[config.mk]
export PLATFORM = sky130hd
export DESIGN_NAME = moesi_line_state_controller_core
export DESIGN_NICKNAME = d
export VERILOG_FILES = /design/src/hdl/mlsc_pkg.sv /design/src/hdl/mlsc_next_state.sv /design/src/hdl/moesi_line_state_controller_core.sv
export SDC_FILE = /design/constraint.sdc
export NUM_CORES = 2
export LEC_CHECK = 0
export ABC_AREA = 1
export BUFFER_PORTS_ARGS = -buffer_cell sky130_fd_sc_hd__buf_4
export CORE_AREA = 5 5 578 580
export DETAILED_ROUTE_END_ITERATION = 7
export DIE_AREA = 0 0 583 585
export PLACE_DENSITY = 0.55
export SLEW_MARGIN = 30
export SYNTH_ARGS = -nofsm -noshare
export SYNTH_HDL_FRONTEND = slang
export SYNTH_SLANG_ARGS = --single-unit
[constraint.sdc]
create_clock -name i_clk -period 59.4 [get_ports i_clk]
set_input_delay 2.97 -clock i_clk [delete_from_list [all_inputs] [get_ports i_clk]]
set_output_delay 2.97 -clock i_clk [all_outputs]
set_load 0.05 [all_outputs]
[src/hdl/mlsc_pkg.sv]
// shared types and codes for the moesi line state controller
// no dependencies; used by mlsc_next_state and moesi_line_state_controller_core

package mlsc_pkg;

    localparam int TAG_W = 40;

    // line states
    typedef enum logic [2:0] {
        ST_I = 3'd0,
        ST_M = 3'd1,
        ST_O = 3'd2,
        ST_E = 3'd3,
        ST_S = 3'd4
    } t_state;

    // request kinds
    typedef enum logic [1:0] {
        OP_READ   = 2'd0,
        OP_WRITE  = 2'd1,
        OP_UPDATE = 2'd2,
        OP_EVICT  = 2'd3
    } t_op;

    // events
    typedef enum logic [2:0] {
        CMD_LOCAL_HIT  = 3'd0,
        CMD_LOCAL_MISS = 3'd1,
        CMD_SNOOP_HIT  = 3'd2,
        CMD_SNOOP_MISS = 3'd3,
        CMD_FILL       = 3'd4,
        CMD_COMPLETE   = 3'd5,
        CMD_INVALIDATE = 3'd6,
        CMD_QUERY      = 3'd7
    } t_cmd;

    // coherence actions
    typedef enum logic [2:0] {
        ACT_NONE  = 3'd0,
        ACT_REPLY = 3'd1,
        ACT_MISS  = 3'd2,
        ACT_CLEAR = 3'd3,
        ACT_SEND  = 3'd4
    } t_act;

    // destinations
    typedef enum logic [1:0] {
        DST_SENDER = 2'd0,
        DST_DIR    = 2'd1,
        DST_LOWER  = 2'd2,
        DST_SOURCE = 2'd3
    } t_dest;

    // configuration register indexes
    localparam logic CFG_LOWEST_PRIVATE = 1'b0;
    localparam logic CFG_PRIVATE_CACHE  = 1'b1;

    // one request; last member sits in the lowest bits
    typedef struct packed {
        logic [2:0]       cmd;
        logic             has_line;
        logic             old_tag_valid;
        logic [TAG_W-1:0] old_tag;
        logic             origin_is_directory;
        logic             message_is_evict;
        logic             message_shared;
        logic             arg_is_self;
        logic             sender_is_lower_link;
        logic [2:0]       supplied_state;
        logic [1:0]       op_type;
        logic [9:0]       line_index;
    } t_req;

    // one result; last member sits in the lowest bits
    typedef struct packed {
        logic             line_valid;
        logic             protocol_error;
        logic [TAG_W-1:0] message_tag;
        logic             response_data;
        logic             shared_flag;
        logic             update_to_upper;
        logic             writeback_lower;
        logic             evict_to_upper;
        logic             evict_to_directory;
        t_dest            dest;
        t_act             action;
        t_state           new_state;
    } t_resp;

endpackage

[src/hdl/mlsc_next_state.sv]
// moesi transition logic: old line state and one event in, new state and messages out
// depends on mlsc_pkg

module mlsc_next_state (
    input  mlsc_pkg::t_req  i_req,
    input  logic [2:0]      i_old_state,
    input  logic            i_lowest_private,
    input  logic            i_private_cache,
    output mlsc_pkg::t_resp o_resp
);
    import mlsc_pkg::*;

    always_comb begin
        t_state           old_st;
        t_state           sup;
        t_state           st;
        t_act             act;
        t_dest            dst;
        t_op              op;
        t_cmd             cmd;
        logic             lp;
        logic             ev_dir;
        logic             ev_up;
        logic             wb;
        logic             upd_up;
        logic             shr;
        logic             data;
        logic             perr;
        logic [TAG_W-1:0] tag;

        // decode, with out-of-range states read as invalid
        old_st = (i_old_state <= ST_S) ? t_state'(i_old_state) : ST_I;
        sup    = (i_req.supplied_state <= ST_S) ? t_state'(i_req.supplied_state) : ST_I;
        op     = t_op'(i_req.op_type);
        cmd    = t_cmd'(i_req.cmd);
        lp     = i_lowest_private;
        st     = old_st;
        act    = ACT_NONE;
        dst    = DST_SENDER;
        ev_dir = 1'b0;
        ev_up  = 1'b0;
        wb     = 1'b0;
        upd_up = 1'b0;
        shr    = 1'b0;
        data   = 1'b0;
        perr   = 1'b0;
        tag    = '0;

        case (cmd)
            CMD_LOCAL_HIT: begin
                if (op == OP_EVICT) begin
                    st  = ST_I;
                    act = ACT_CLEAR;
                end else if (op == OP_UPDATE && old_st != ST_M) begin
                    act = ACT_SEND;
                    dst = DST_LOWER;
                end else if (old_st == ST_I) begin
                    act = ACT_MISS;
                end else if (old_st == ST_M || op == OP_READ) begin
                    act = ACT_REPLY;
                end else if (op == OP_WRITE) begin
                    if (lp) begin
                        act = ACT_SEND;
                        dst = DST_DIR;
                    end else begin
                        st  = ST_I;
                        act = ACT_MISS;
                    end
                end
            end
            CMD_LOCAL_MISS: begin
                if (i_req.has_line) st = ST_I;
                act = ACT_SEND;
                dst = (lp && op != OP_UPDATE) ? DST_DIR : DST_LOWER;
            end
            CMD_SNOOP_HIT: begin
                if (op == OP_WRITE) perr = 1'b1;
                if (!lp && op == OP_EVICT) begin
                    st  = ST_I;
                    act = ACT_CLEAR;
                end else if (!lp && op == OP_UPDATE) begin
                    st  = sup;
                    act = ACT_CLEAR;
                end else begin
                    data = 1'b1;
                    act  = ACT_REPLY;
                    dst  = DST_SOURCE;
                    if (old_st == ST_I) begin
                        data   = 1'b0;
                        ev_dir = 1'b1;
                        ev_up  = 1'b1;
                        wb     = 1'b1;
                    end else if (op == OP_READ) begin
                        shr = 1'b1;
                        if (old_st == ST_M || old_st == ST_O) st = ST_O;
                        else if (old_st == ST_E) st = ST_S;
                        if (lp && old_st != ST_S) upd_up = 1'b1;
                    end else if (op == OP_WRITE) begin
                        st = ST_I;
                        if (lp) begin
                            ev_dir = 1'b1;
                            ev_up  = 1'b1;
                            wb     = 1'b1;
                        end
                    end else if (op == OP_EVICT) begin
                        st = ST_I;
                        if (lp) begin
                            ev_up = 1'b1;
                            wb    = 1'b1;
                        end
                    end else begin
                        // update at the lowest private level
                        if (old_st == ST_M || old_st == ST_O) begin
                            if (i_req.sender_is_lower_link) begin
                                st     = i_req.arg_is_self ? ST_O : ST_S;
                                upd_up = 1'b1;
                            end
                        end else begin
                            // clear wins over reply
                            st   = sup;
                            act  = ACT_CLEAR;
                            dst  = DST_SENDER;
                            data = 1'b0;
                        end
                    end
                end
            end
            CMD_SNOOP_MISS: begin
                if (!lp) begin
                    act = ACT_CLEAR;
                end else if (op == OP_EVICT) begin
                    act = ACT_SEND;
                    dst = DST_DIR;
                end else begin
                    ev_dir = 1'b1;
                    ev_up  = 1'b1;
                    wb     = 1'b1;
                    act    = ACT_SEND;
                    dst    = DST_SOURCE;
                end
            end
            CMD_FILL: begin
                if (i_req.old_tag_valid && old_st != ST_I) begin
                    if (lp) begin
                        ev_dir = 1'b1;
                        ev_up  = 1'b1;
                        wb     = 1'b1;
                        tag    = i_req.old_tag;
                    end else if (old_st == ST_M) begin
                        wb  = 1'b1;
                        tag = i_req.old_tag;
                    end
                end
                st = ST_I;
            end
            CMD_COMPLETE: begin
                if (lp) begin
                    if (old_st == ST_I) begin
                        if (i_req.message_shared) begin
                            if (op == OP_READ) st = ST_S;
                            else perr = 1'b1;
                        end else if (op == OP_READ) begin
                            st = ST_E;
                        end else if (op == OP_WRITE) begin
                            st = ST_M;
                        end else if (op == OP_EVICT) begin
                            st = ST_I;
                        end else begin
                            perr = 1'b1;
                        end
                    end else if (old_st == ST_M) begin
                        perr = 1'b1;
                    end else if (op == OP_WRITE) begin
                        st = ST_M;
                    end else begin
                        perr = 1'b1;
                    end
                end else if (i_req.message_is_evict) begin
                    st = ST_I;
                end else if (i_private_cache) begin
                    st = sup;
                end else begin
                    st = ST_E;
                end
            end
            CMD_INVALIDATE: begin
                st = ST_I;
            end
            default: begin
                // query reports the stored state
            end
        endcase

        // reply flags only on a reply, destination only on reply or send
        if (act != ACT_REPLY) begin
            shr  = 1'b0;
            data = 1'b0;
        end
        if (act != ACT_REPLY && act != ACT_SEND) dst = DST_SENDER;

        o_resp.new_state          = st;
        o_resp.action             = act;
        o_resp.dest               = dst;
        o_resp.evict_to_directory = ev_dir;
        o_resp.evict_to_upper     = ev_up;
        o_resp.writeback_lower    = wb;
        o_resp.update_to_upper    = upd_up;
        o_resp.shared_flag        = shr;
        o_resp.response_data      = data;
        o_resp.message_tag        = tag;
        o_resp.protocol_error     = perr;
        o_resp.line_valid         = (st != ST_I);
    end

endmodule

[src/hdl/moesi_line_state_controller_core.sv]
// top level of the moesi line state controller: line state memory, pipeline, apb registers
// depends on mlsc_pkg and mlsc_next_state

// The controller keeps a MOESI state for each of LINES cache lines in one synchronous
// memory and takes one event per cycle at full rate while the result stream is not
// stalled. An accepted transaction reads its line and registers its request into
// stage 1, where the transition logic computes the new state and messages, writes the
// state back and loads the result register once that register is free. A write and a
// read of the same line at the same clock edge are bypassed inside the memory, so
// back-to-back events on one line see each other's updates. The line index wraps modulo
// LINES. After reset the memory is swept to invalid, one line per cycle; no transaction
// is accepted during that sweep, while register writes over the APB port are taken at
// any time. Configuration must only change while no transaction is in flight.

module moesi_line_state_controller_core #(
    parameter int LINES = 1024
) (
    input  logic        i_clk,
    input  logic        i_rst_n,
    // request stream
    input  logic        s_axis_tvalid,
    output logic        s_axis_tready,
    // tdata, from bit 0: line_index[9:0], op_type[11:10], supplied_state[14:12],
    // sender_is_lower_link[15], arg_is_self[16], message_shared[17], message_is_evict[18],
    // origin_is_directory[19], old_tag[59:20], old_tag_valid[60], has_line[61], zero[63:62]
    input  logic [63:0] s_axis_tdata,
    // tuser: cmd[2:0]
    input  logic [2:0]  s_axis_tuser,
    // result stream
    output logic        m_axis_tvalid,
    input  logic        m_axis_tready,
    // tdata, from bit 0: new_state[2:0], action[5:3], dest[7:6], evict_to_directory[8],
    // evict_to_upper[9], writeback_lower[10], update_to_upper[11], shared_flag[12],
    // response_data[13], message_tag[53:14], protocol_error[54], line_valid[55]
    output logic [55:0] m_axis_tdata,
    // register port
    input  logic        psel,
    input  logic        penable,
    input  logic        pwrite,
    input  logic [2:0]  paddr,
    input  logic [31:0] pwdata,
    output logic [31:0] prdata,
    output logic        pready
);
    import mlsc_pkg::*;

    localparam int IDX_W = (LINES > 1) ? $clog2(LINES) : 1;

    typedef enum logic [1:0] {
        PH_CLEAR = 2'b01,
        PH_RUN   = 2'b10
    } t_phase;

    // wrap a raw index modulo LINES by conditional subtraction of shifted multiples
    function automatic logic [IDX_W-1:0] wrap_index(input logic [9:0] raw);
        logic [26:0] v;
        logic [26:0] step;
        v = {17'b0, raw};
        for (int k = 9; k >= 0; k--) begin
            step = 27'(LINES) << k;
            if (v >= step) v = v - step;
        end
        return v[IDX_W-1:0];
    endfunction

    t_phase           r_phase;
    logic [IDX_W-1:0] r_clr_idx;
    logic             r_lowest_private;
    logic             r_private_cache;

    logic [2:0]       r_mem [LINES];
    logic [2:0]       r_rd_state;

    logic             r_s1_valid;
    t_req             r_s1_req;
    logic [IDX_W-1:0] r_s1_idx;

    logic             r_out_valid;
    t_resp            r_out;

    t_req             req_in;
    logic [IDX_W-1:0] in_idx;
    logic             in_accept;
    logic             out_free;
    logic             s1_load_out;
    logic             mem_we;
    logic [IDX_W-1:0] mem_waddr;
    logic [2:0]       mem_wdata;
    t_resp            s1_resp;
    logic             cfg_write;

    // request unpacking and handshake
    assign req_in        = {s_axis_tuser, s_axis_tdata[61:0]};
    assign in_idx        = wrap_index(req_in.line_index);
    assign out_free      = !r_out_valid || m_axis_tready;
    assign s1_load_out   = r_s1_valid && out_free;
    assign s_axis_tready = (r_phase == PH_RUN) && (!r_s1_valid || out_free);
    assign in_accept     = s_axis_tvalid && s_axis_tready;

    // write port: clearing sweep or write-back of the event in stage 1
    assign mem_we    = (r_phase == PH_CLEAR) || s1_load_out;
    assign mem_waddr = (r_phase == PH_CLEAR) ? r_clr_idx : r_s1_idx;
    assign mem_wdata = (r_phase == PH_CLEAR) ? ST_I : s1_resp.new_state;

    // line state memory with same-edge bypass on the read port
    always_ff @(posedge i_clk) begin
        if (mem_we) r_mem[mem_waddr] <= mem_wdata;
        if (in_accept) begin
            r_rd_state <= (mem_we && mem_waddr == in_idx) ? mem_wdata : r_mem[in_idx];
        end
    end

    // clearing sweep after reset
    always_ff @(posedge i_clk) begin
        if (!i_rst_n) begin
            r_phase   <= PH_CLEAR;
            r_clr_idx <= '0;
        end else begin
            case (r_phase)
                PH_CLEAR: begin
                    r_clr_idx <= r_clr_idx + IDX_W'(1);
                    if (r_clr_idx == IDX_W'(LINES - 1)) r_phase <= PH_RUN;
                end
                PH_RUN: begin
                    r_clr_idx <= '0;
                end
                default: begin
                    r_phase <= PH_CLEAR;
                end
            endcase
        end
    end

    // transition logic
    mlsc_next_state u_next_state (
        .i_req            (r_s1_req),
        .i_old_state      (r_rd_state),
        .i_lowest_private (r_lowest_private),
        .i_private_cache  (r_private_cache),
        .o_resp           (s1_resp)
    );

    // stage 1 and result register control
    always_ff @(posedge i_clk) begin
        if (!i_rst_n) begin
            r_s1_valid  <= 1'b0;
            r_out_valid <= 1'b0;
        end else begin
            r_s1_valid  <= in_accept || (r_s1_valid && !s1_load_out);
            r_out_valid <= s1_load_out || (r_out_valid && !m_axis_tready);
        end
    end

    // stage 1 and result payload
    always_ff @(posedge i_clk) begin
        if (in_accept) begin
            r_s1_req <= req_in;
            r_s1_idx <= in_idx;
        end
        if (s1_load_out) r_out <= s1_resp;
    end

    assign m_axis_tvalid = r_out_valid;
    assign m_axis_tdata  = r_out;

    // configuration registers
    assign cfg_write = psel && penable && pwrite && pready;
    assign pready    = 1'b1;

    always_ff @(posedge i_clk) begin
        if (!i_rst_n) begin
            r_lowest_private <= 1'b0;
            r_private_cache  <= 1'b0;
        end else if (cfg_write) begin
            case (paddr[2])
                CFG_LOWEST_PRIVATE: r_lowest_private <= pwdata[0];
                CFG_PRIVATE_CACHE:  r_private_cache  <= pwdata[0];
                default: begin
                end
            endcase
        end
    end

    // register readback
    always_comb begin
        case (paddr[2])
            CFG_LOWEST_PRIVATE: prdata = {31'b0, r_lowest_private};
            CFG_PRIVATE_CACHE:  prdata = {31'b0, r_private_cache};
            default:            prdata = '0;
        endcase
    end

endmodule

==> results_dict.tcl <==
set metrics [dict create \
    status "finished clean" \
    ys_seq_area_frac 0.718 \
    hold_buffers 0 \
    io_pins 200 \
    internal-power_w 0.00385 \
    grt_pass1_wl_um 557000 \
    cts_tree "done" \
    synth_warnings 0 \
    rr_startpoint "r_rd_state[0]$_DFFE_PP_" \
    cts_resized 0 \
    grt_pass1_vias 87600 \
    dp_hpwl_um 206000 \
    start_util 0.408 \
    fill_cells 29800 \
    critPathLaunch "s_axis_tdata[0]" \
    post_cts_buffers 0 \
    yosysUniqueCellTypes 40 \
    clk_pin_slew_ns 0.06 \
    irDropWorstVdd_mv 0.0246 \
    max_stage_delay_ns 0.82 \
    syn_area_um2 134000 \
    drt_pre_antenna_iters 6 \
    crit_required_ns 60.11 \
    crit_path_max_fanout 172 \
    htreeDepth 5 \
    insertion_delay_ns 0.94 \
    ys_ff_latch 3211 \
    clock.fmax_mhz 125 \
    cp_common_cell "nand3_1" \
    path_delay_family "buffers and inverters" \
    crit_type "in -> reg" \
    clockPowerShare 0.397 \
    arrival_ns 8.74 \
    io_buffers 131 \
    clockBufferDepth 4 \
    end_kind "flip-flop" \
    crit_chain "buf_8 > inv_16 > buf_16 > buf_4 > buf_4 > buf_4 > nand2_1 > nand3_1 > nand3_1 > nand3_1 > nand3_1 > nand3_1 > nand3_1 > nand3_1 > nand3_1 > nand3_1 > nand3_1 > nand2_1" \
    synth.avg_cell_area_um2 11.3 \
    tightestPinTransition_ns 1.04 \
    pwr-share-comb 0.121 \
    clock_skew_ns 0.0557 \
    finalSetupViolCount 0 \
    drc 0 \
    wirelength_um 380000 \
    nNetsFinal 11700 \
    p_per_area_nw_per_um2 35.3 \
    numClockSinks 3211 \
    finalSetupTns_ns 0 \
    drv_cap 0 \
    core_area_um2 329000 \
    globalplace.congestion 0.836 \
    r2r_slack_ns 54.13 \
    slew_headroom 0.308 \
    seqPwrFrac 0.482 \
    pre_cts_ws_ns 50.83 \
    cts_buffers 346 \
    hp-class "reg -> reg" \
    switching_share 0.269 \
    start_kind "input pin" \
    antenna_found_initial 22 \
    power.switching_w 0.00142 \
    min_period_over_period 0.135 \
    hold_viol 0 \
    vias 89600 \
    areaGrowthSynthToFinish_pct 11.2 \
    grt_overflow 0 \
    die_area_um2 341000 \
    routedWlPerCell_um 23.4 \
    slew_violations 0 \
    dieHeight_um 585 \
    drt_iter0_markers 9316 \
    clock-root-buffer "clkbuf_16" \
    layout_setup_ws_ns 51.37 \
    slowest_stage "buf_4" \
    grt_max_degree 251 \
    period_minus_slack_ns 8.03 \
    layout-drive-gt1-share 0.0740 \
    dieWidth_um 583 \
    hold_path_startpoint "r_clr_idx[9]$_SDFFE_PN0P_" \
    path_buf_inv 6 \
    routed_via_density 5.51 \
    std_cell_rows 211 \
    p_leak_nw 51.8 \
    grtUsageTotal 0.217 \
    ant_nets 0 \
    synth_cells 11800 \
    rsz0062_at_grt "no" \
]
[kinds of logic (layout without fill, tap and decap cells)]
| group | Yosys count | count (layout) | share of synthesized area |
|---|---|---|---|
| fa+ha+maj | 3 | 3 | 0.000280 |
| other cells | 2 | 38 | 0.0000560 |
| simple gates | 7444 | 7444 | 0.238 |
| flops | 3211 | 3211 | 0.718 |
| xor+xnor | 5 | 5 | 0.000327 |
| buf+inv | 1067 | 1102 | 0.0384 |
| compound gates | 111 | 111 | 0.00498 |
[tightest hold or removal path, cell delays in order (launching register included)]
cell	delay (ns)
dfxtp_1	0.32
inv_1	0.07
a21oi_1	0.05
[metal layers]
metal,share of wire,up-vias,wire [um],GRT usage
li1,-,41000,-,-
met1,0.42,44300,160000,0.297
met2,0.47,3662,177000,0.358
met3,0.077,640,29300,0.0293
met4,0.034,6,13000,0.0721
met5,0.00011,-,41,0
[state kept, by name, indices dropped and copies added, names as in the netlist, 2 cells and up]
| signal | cells |
|---|---|
| r_clr_idx | 10 |
| r_s1_req | 54 |
| r_s1_idx | 10 |
| r_rd_state | 3 |
| r_phase | 2 |
| r_mem | 3072 |
| m_axis_tdata | 56 |
[through the flow]
step	cell area (um^2)	util	std cells	hold WS (ns)	total power, W
3_5_place_dp	138000	0.420	15600	0.477	0.00322
6_report	149000	0.454	16300	0.489	0.00527
3_3_place_gp	138000	0.420	15600	0.477	0.00322
2_1_floorplan	134000	-	11900	0.441	0.00297
5_1_grt	149000	0.454	16300	0.527	0.00544
4_1_cts	149000	0.453	16300	0.485	0.00531
[layout by cell type (no fill, tap or decap), types with 3 or more instances in the layout]
master,n
o31ai_1,5
nand2_1,3189
clkinv_1,78
edfxtp_1,3195
inv_6,9
o21ai_0,40
bufinv_16,26
nor2_4,7
clkinv_2,68
clkinvlp_4,7
diode_2,6
inv_2,13
dfxtp_1,16
buf_4,284
nor2_2,10
clkbuf_1,71
inv_1,135
buf_6,15
clkinv_8,6
inv_16,7
ha_1,3
o22ai_1,13
a21oi_1,25
nand3_4,10
buf_12,12
nand4_1,3
nor3_1,24
nand2_4,22
clkbuf_16,355
xor2_1,5
nand3_1,3033
inv_8,5
buf_8,4
o21ai_2,9
o211ai_1,3
nor2_1,1141
a211oi_1,5
clkinv_16,3
conb_1,32
[synthesized netlist by cell type, drive strengths merged]
master / count / area [um^2]
buf: 666 / 3640
o32ai: 1 / 8.76
a21oi: 26 / 130
xor2: 5 / 43.8
nand3: 3044 / 15200
o21a: 1 / 7.51
a211oi: 5 / 37.5
a2111oi: 1 / 8.76
conb: 2 / 7.51
o2111ai: 2 / 17.5
clkinv: 2 / 7.51
nand2: 3212 / 12100
nand4: 3 / 18.8
o21ai: 50 / 284
dfxtp: 16 / 320
o31ai: 5 / 37.5
nor2: 1158 / 4410
o21bai: 1 / 7.51
or2: 2 / 12.5
o211ai: 3 / 22.5
ha: 3 / 37.5
inv: 156 / 588
nor4: 1 / 6.26
o22ai: 13 / 81.3
a31oi: 1 / 6.26
a221oi: 2 / 17.5
nor3: 24 / 120
clkbuf: 243 / 912
edfxtp: 3195 / 95900
[layout make-up]
type                       count  area [um^2]  share of cell area
inverter                     158          658             0.00441
antenna                        6         15.0            0.000101
tap                         4366         5460              0.0366
clock buffer                 426         9150              0.0614
multi-input combinational   7595        33100               0.222
timing repair buffer         317         2660              0.0178
sequential                  3211        96300               0.646
clock inverter               201         1840              0.0124
[worst paths after layout]
kind,to,depth (start not counted)
max reg2reg,r_mem[244][0]$_DFFE_PP_,15
max,r_rd_state[1]$_DFFE_PP_,18
min reg2reg,r_clr_idx[9]$_SDFFE_PN0P_,2
min,r_clr_idx[9]$_SDFFE_PN0P_,2
[power by group through the flow]
stage	clock [W]	sequential, W	combinational (W)
after CTS	0.00213	0.00254	0.000638
after global placement	0	0.00259	0.000633
after detailed placement	0	0.00259	0.000636
after global routing	0.00222	0.00254	0.000672
final	0.00209	0.00254	0.000636
after floorplan	0	0.00265	0.000317
No activity file was read; power rests on OpenSTA's default activity.
